==> config.mk <==
export PLATFORM = sky130hd
export DESIGN_NAME = trg_ctrl
export DESIGN_NICKNAME = d
export VERILOG_FILES = /design/src/rtl/trg_pkg.sv /design/src/rtl/trg_ctrl.sv
export SDC_FILE = /design/constraint.sdc
export NUM_CORES = 1
export LEC_CHECK = 0
export ABC_AREA = 1
export BUFFER_PORTS_ARGS = -buffer_cell sky130_fd_sc_hd__buf_4
export CAP_MARGIN = 20
export CORE_ASPECT_RATIO = 1.4
export CORE_MARGIN = 5
export CORE_UTILIZATION = 47
export CTS_CLUSTER_SIZE = 40
export DETAILED_ROUTE_END_ITERATION = 16
export GPL_TIMING_DRIVEN = 1
export PLACE_DENSITY = 0.75
export SLEW_MARGIN = 10
export SYNTH_ARGS = -nofsm -noshare
export SYNTH_HDL_FRONTEND = slang
export SYNTH_SLANG_ARGS = --single-unit
==> constraint.sdc <==
create_clock -name aclk -period 1.7 [get_ports aclk]
set_input_delay 0.085 -clock aclk [delete_from_list [all_inputs] [get_ports aclk]]
set_output_delay 0.085 -clock aclk [all_outputs]
set_load 0.03 [all_outputs]
==> src/rtl/trg_pkg.sv <==
`default_nettype none
// ----------------------------------------------------------------------------
// trg_pkg
// Shared widths, multiplier operand codes and controller/datapath structs.
// ----------------------------------------------------------------------------
package trg_pkg;

    localparam int TRG_VERTEX_COUNT = 4096;

    localparam int IDX_W     = 12;
    localparam int POS_W     = 32;
    localparam int TEX_W     = 24;
    localparam int TAN_W     = 16;
    localparam int VTX_W     = 3 * POS_W + 2 * TEX_W;
    localparam int S_TDATA_W = 192;
    localparam int M_TDATA_W = 64;

    // multiplier operand selects; pairs form a - b
    localparam logic [3:0] MS_DET_A = 4'd0;
    localparam logic [3:0] MS_DET_B = 4'd1;
    localparam logic [3:0] MS_WX_A  = 4'd2;
    localparam logic [3:0] MS_WX_B  = 4'd3;
    localparam logic [3:0] MS_WY_A  = 4'd4;
    localparam logic [3:0] MS_WY_B  = 4'd5;
    localparam logic [3:0] MS_WZ_A  = 4'd6;
    localparam logic [3:0] MS_WZ_B  = 4'd7;
    localparam logic [3:0] MS_SQ_X  = 4'd8;
    localparam logic [3:0] MS_SQ_Y  = 4'd9;
    localparam logic [3:0] MS_SQ_Z  = 4'd10;

    typedef struct packed {
        logic [1:0] rd_idx;
        logic       cap_en;
        logic [1:0] cap_idx;
        logic       mul_en;
        logic [3:0] mul_sel;
        logic       norm_en;
        logic       sqrt_init;
        logic       sqrt_step;
        logic [4:0] sqrt_k;
        logic       div_init;
        logic       div_step;
        logic       div_store;
        logic [1:0] comp;
        logic [1:0] out_k;
    } trg_cmd_t;

    typedef struct packed {
        logic deg;
        logic norm_busy;
    } trg_sts_t;

endpackage
`default_nettype wire

==> src/rtl/trg_ctrl.sv <==
`default_nettype none
// ----------------------------------------------------------------------------
// trg_ctrl
// Sequencer: vertex fetch, products, normalize, sqrt, divide, result issue.
// ----------------------------------------------------------------------------
module trg_ctrl (
    input  wire logic               aclk,
    input  wire logic               aresetn,
    input  wire logic               tri_start,
    input  wire logic               out_take,
    input  wire trg_pkg::trg_sts_t  sts,
    output trg_pkg::trg_cmd_t       cmd,
    output logic                    s_ready,
    output logic                    m_valid,
    output logic                    m_last
);
    import trg_pkg::*;

    localparam logic [2:0] ST_IDLE = 3'd0;
    localparam logic [2:0] ST_READ = 3'd1;
    localparam logic [2:0] ST_MULT = 3'd2;
    localparam logic [2:0] ST_NORM = 3'd3;
    localparam logic [2:0] ST_SQ   = 3'd4;
    localparam logic [2:0] ST_SQRT = 3'd5;
    localparam logic [2:0] ST_DIV  = 3'd6;
    localparam logic [2:0] ST_OUT  = 3'd7;

    logic [2:0] state_reg, state_next;
    logic [5:0] cnt_reg, cnt_next;
    logic [1:0] comp_reg, comp_next;

    always_ff @(posedge aclk) begin
        if (!aresetn) begin
            state_reg <= ST_IDLE;
            cnt_reg   <= '0;
            comp_reg  <= '0;
        end else begin
            state_reg <= state_next;
            cnt_reg   <= cnt_next;
            comp_reg  <= comp_next;
        end
    end

    always_comb begin
        state_next = state_reg;
        cnt_next   = cnt_reg;
        comp_next  = comp_reg;
        cmd        = '0;
        cmd.comp   = comp_reg;
        s_ready    = 1'b0;
        m_valid    = 1'b0;
        m_last     = 1'b0;
        unique case (state_reg)
            ST_IDLE: begin
                s_ready = 1'b1;
                if (tri_start) begin
                    state_next = ST_READ;
                    cnt_next   = '0;
                end
            end
            ST_READ: begin
                // last cycle only captures; the read address stays on corner c
                cmd.rd_idx = (cnt_reg == 6'd3) ? 2'd2 : cnt_reg[1:0];
                if (cnt_reg != 6'd0) begin
                    cmd.cap_en  = 1'b1;
                    cmd.cap_idx = cnt_reg[1:0] - 2'd1;
                end
                if (cnt_reg == 6'd3) begin
                    state_next = ST_MULT;
                    cnt_next   = '0;
                end else begin
                    cnt_next = cnt_reg + 6'd1;
                end
            end
            ST_MULT: begin
                cmd.mul_en  = (cnt_reg < 6'd8);
                cmd.mul_sel = cnt_reg[3:0];
                if (cnt_reg == 6'd8) begin
                    state_next = ST_NORM;
                    cnt_next   = '0;
                end else begin
                    cnt_next = cnt_reg + 6'd1;
                end
            end
            ST_NORM: begin
                priority if (sts.deg) begin
                    state_next = ST_OUT;
                    cnt_next   = '0;
                end else if (sts.norm_busy) begin
                    cmd.norm_en = 1'b1;
                end else begin
                    state_next = ST_SQ;
                    cnt_next   = '0;
                end
            end
            ST_SQ: begin
                cmd.mul_en  = (cnt_reg < 6'd3);
                cmd.mul_sel = MS_SQ_X + cnt_reg[3:0];
                if (cnt_reg == 6'd3) begin
                    state_next = ST_SQRT;
                    cnt_next   = '0;
                end else begin
                    cnt_next = cnt_reg + 6'd1;
                end
            end
            ST_SQRT: begin
                cmd.sqrt_init = (cnt_reg == 6'd0);
                cmd.sqrt_step = (cnt_reg != 6'd0);
                cmd.sqrt_k    = 5'(6'd32 - cnt_reg);
                if (cnt_reg == 6'd32) begin
                    state_next = ST_DIV;
                    cnt_next   = '0;
                    comp_next  = '0;
                end else begin
                    cnt_next = cnt_reg + 6'd1;
                end
            end
            ST_DIV: begin
                cmd.div_init  = (cnt_reg == 6'd0);
                cmd.div_step  = (cnt_reg != 6'd0) && (cnt_reg != 6'd18);
                cmd.div_store = (cnt_reg == 6'd18);
                if (cnt_reg == 6'd18) begin
                    cnt_next = '0;
                    if (comp_reg == 2'd2) begin
                        state_next = ST_OUT;
                    end else begin
                        comp_next = comp_reg + 2'd1;
                    end
                end else begin
                    cnt_next = cnt_reg + 6'd1;
                end
            end
            ST_OUT: begin
                cmd.out_k = cnt_reg[1:0];
                m_valid   = 1'b1;
                m_last    = (cnt_reg[1:0] == 2'd2);
                if (out_take) begin
                    if (cnt_reg[1:0] == 2'd2) begin
                        state_next = ST_IDLE;
                        cnt_next   = '0;
                    end else begin
                        cnt_next = cnt_reg + 6'd1;
                    end
                end
            end
            default: begin
                state_next = ST_IDLE;
            end
        endcase
    end
endmodule
`default_nettype wire

==> impl_metrics.yaml <==
floorplanning:
  io_pins: 34
  initial_core_util_pct: 48.23
  rows: 22
  die_y_um: 71.29
  core_mm2: 0.002615
  dieWidth_um: 53.78
  die_area_mm2: 0.003834
cts:
  numClockSinks: 11
  cts.path.max_buffers: 2
  clockRootBuffer: "clkbuf_4"
  cts_tree: "done"
  htree_levels: 1
  clk_pin_slew_ns: 0.08
  clk_latency_ns: 0.27
  cts_buffers: 3
layout:
  final_util_pct: 65.69
  drive_gt1_share_pct: 38.20
  final_cell_area_mm2: 0.001718
  syn_to_final_growth_pct: 36.21
  antennaDiodeCount: 0
  instances_no_fill: 303
  fin_nets: 279
  largest_reg_flops: 6
power:
  p_per_area_mw_per_mm2: 1166
  p_leak_nw: 0.9415
  vdd_drop_max_mv: 0.8729
  finalPower_mw: 2.004
routing:
  via_per_inst: 5.076
  detail-route-antenna-nets: 0
  drc: 0
  drt_pass1_iterations: 4
  wirelength_mm: 3.777
  vias: 1538
  drtIter0Drc: 65
  wl_per_cell_um: 12.47
timing:
  hold_slack_ns: 0.07658
  setup_tns_ns: 0
  finalCritPeriodShare_pct: 96.20
  finClkSkew_ns: 0.005336
  worstMarginPinSlew_ns: 0.3357
  period_needed_ns: 1.635
  hold_viol_final: 0
  setup_ws_ns: 0.06461
  fmax_ghz: 0.6115
  drv_slew: 0
  setup_viol: 0
  slew_headroom_pct: 77.59
placement:
  place_congestion: 0.9493
  dp_cells: 297
  post-place-ws_ns: 0.05783
  place_area_mm2: 0.001605
  dp_hpwl_mm: 3.062
  portBuffers: 33
global_routing:
  grtUsageTotal_pct: 21.30
  grt_overflow: 0
  antenna_found_initial: 0
  grt_pass1_vias: 1473
  grt_max_degree: 12
  grt_pass1_wl_mm: 6.327
yosys:
  synth_top_area_share_pct: 17.46
  synth-edff-count: 0
  synth_common_cells: "50 x nand2_1, 41 x nor2_1, 28 x inv_1"
  synth.distinct_cells: 23
  postSynthCellCount: 220
  yosysTopAreaCell: "dfxtp_1"
  syn-num-nets: 231
  ys.flop_type: "dfxtp_1"
  synth-seq-cells: 11
  synth-warning-count: 0
  syn_area_mm2: 0.001261
  synth-async-reset-ratio_pct: 0
  synth_area_leaders: "dfxtp_1 17%, nand2_1 15%, nor2_1 12%"
  yosysMostFrequentCell: "nand2_1"
  syn_area_per_cell_um2: 5.733
  ys_seq_area_share_pct: 17.46
worst_setup_path:
  worst_setup_path_start_kind: "flop"
  path_max_fanout: 5
  regToRegSetupSlack_ns: 0.12
  r2r-start: "cnt_reg[1]"
  startpoint: "cnt_reg[0]"
  end_kind: "primary output"
  rr_worst_depth: 9
  timing.rr.end: "cnt_reg[3]"
  critPathRequiredTime_ns: 1.62
  critPathCapture: "cmd[11]"
  worstPathArrival_ns: 1.55
  crit_type: "reg -> out"
outcome:
  status: "finished, final reports clean"
run:
  drv_cap: 0
hold_path:
  min_path_type: "in -> reg"
  min_from: "aresetn"
  holdPathStages: 3
-- kinds of logic (layout without fill, tap and decap cells) --
logic type	after synthesis	count (layout)	synth area share (%)
AOI/OAI and AO/OA	16	16	6.548
buffers and inverters	42	89	14.78
DFF	11	11	17.46
and+or+nand+nor	146	146	56.25
adders and majority gates	5	5	4.960
-- what timing repair did --
action                     CTS  global route
pin swaps                    1             4
gates resized for setup      6            22
hold buffers                 0             0
gates cloned                 0             0
setup buffers                1             1
setup endpoints to repair   11            17
-- layout by cell type (no fill, tap or decap) --
cell,instances
a21oi_1,10
a21oi_2,1
a31oi_1,1
buf_4,46
buf_6,1
clkbuf_1,1
clkbuf_4,3
dfxtp_1,7
dfxtp_2,2
dfxtp_4,2
ha_1,4
ha_4,1
inv_1,24
inv_2,12
inv_4,2
nand2_1,46
nand2_2,10
nand3_1,24
nand3_2,6
nand3b_1,1
nand4_1,4
nor2_1,36
nor2_2,7
nor2_4,7
nor2_8,1
nor3_1,3
nor4_1,1
o21ai_0,2
o21ai_2,1
o22ai_1,1
-- power by group --
part           total (mW)  switching, mW  internal, mW  leakage (nW)
clock               0.184         0.0930        0.0908        0.0150
combinational        1.41          0.876         0.533         0.835
sequential          0.410         0.0928         0.317        0.0914
total                2.00           1.06         0.942         0.941
-- layout make-up --
class                      instances  area (um^2)
clock buffer                       4        26.28
fill                             250        897.1
inverter                          38        147.6
multi-input combinational        167        912.1
sequential                        11        230.2
tap                               36        45.04
timing repair buffer              47        356.6
-- worst max-delay path, cell delays in order, from the launching register on --
cell and delay (ns):
dfxtp_4 0.37, inv_4 0.07, ha_4 0.12, inv_1 0.04
nor2_2 0.15, inv_2 0.09, nor2_4 0.12, o21ai_2 0.06
a21oi_2 0.12, buf_6 0.14
-- per-layer routing --
metal	up-vias	track usage [%]	part of all wire (%)
met5	-	0	0
met4	0	8.523	2.4
met3	8	2.495	5.5
met2	54	36.66	51
met1	689	25.86	41
li1	787	-	-
-- how the worst min path moves through the flow --
| stage | endpoint |
|---|---|
| 6_report | state_reg[1] |
| 5_1_grt | state_reg[0] |
| 4_1_cts | state_reg[1] |
| 3_5_place_dp | comp_reg[0] |
| 3_3_place_gp | comp_reg[0] |
| 2_1_floorplan | comp_reg[0] |
No activity file was read; power rests on OpenSTA's default activity.
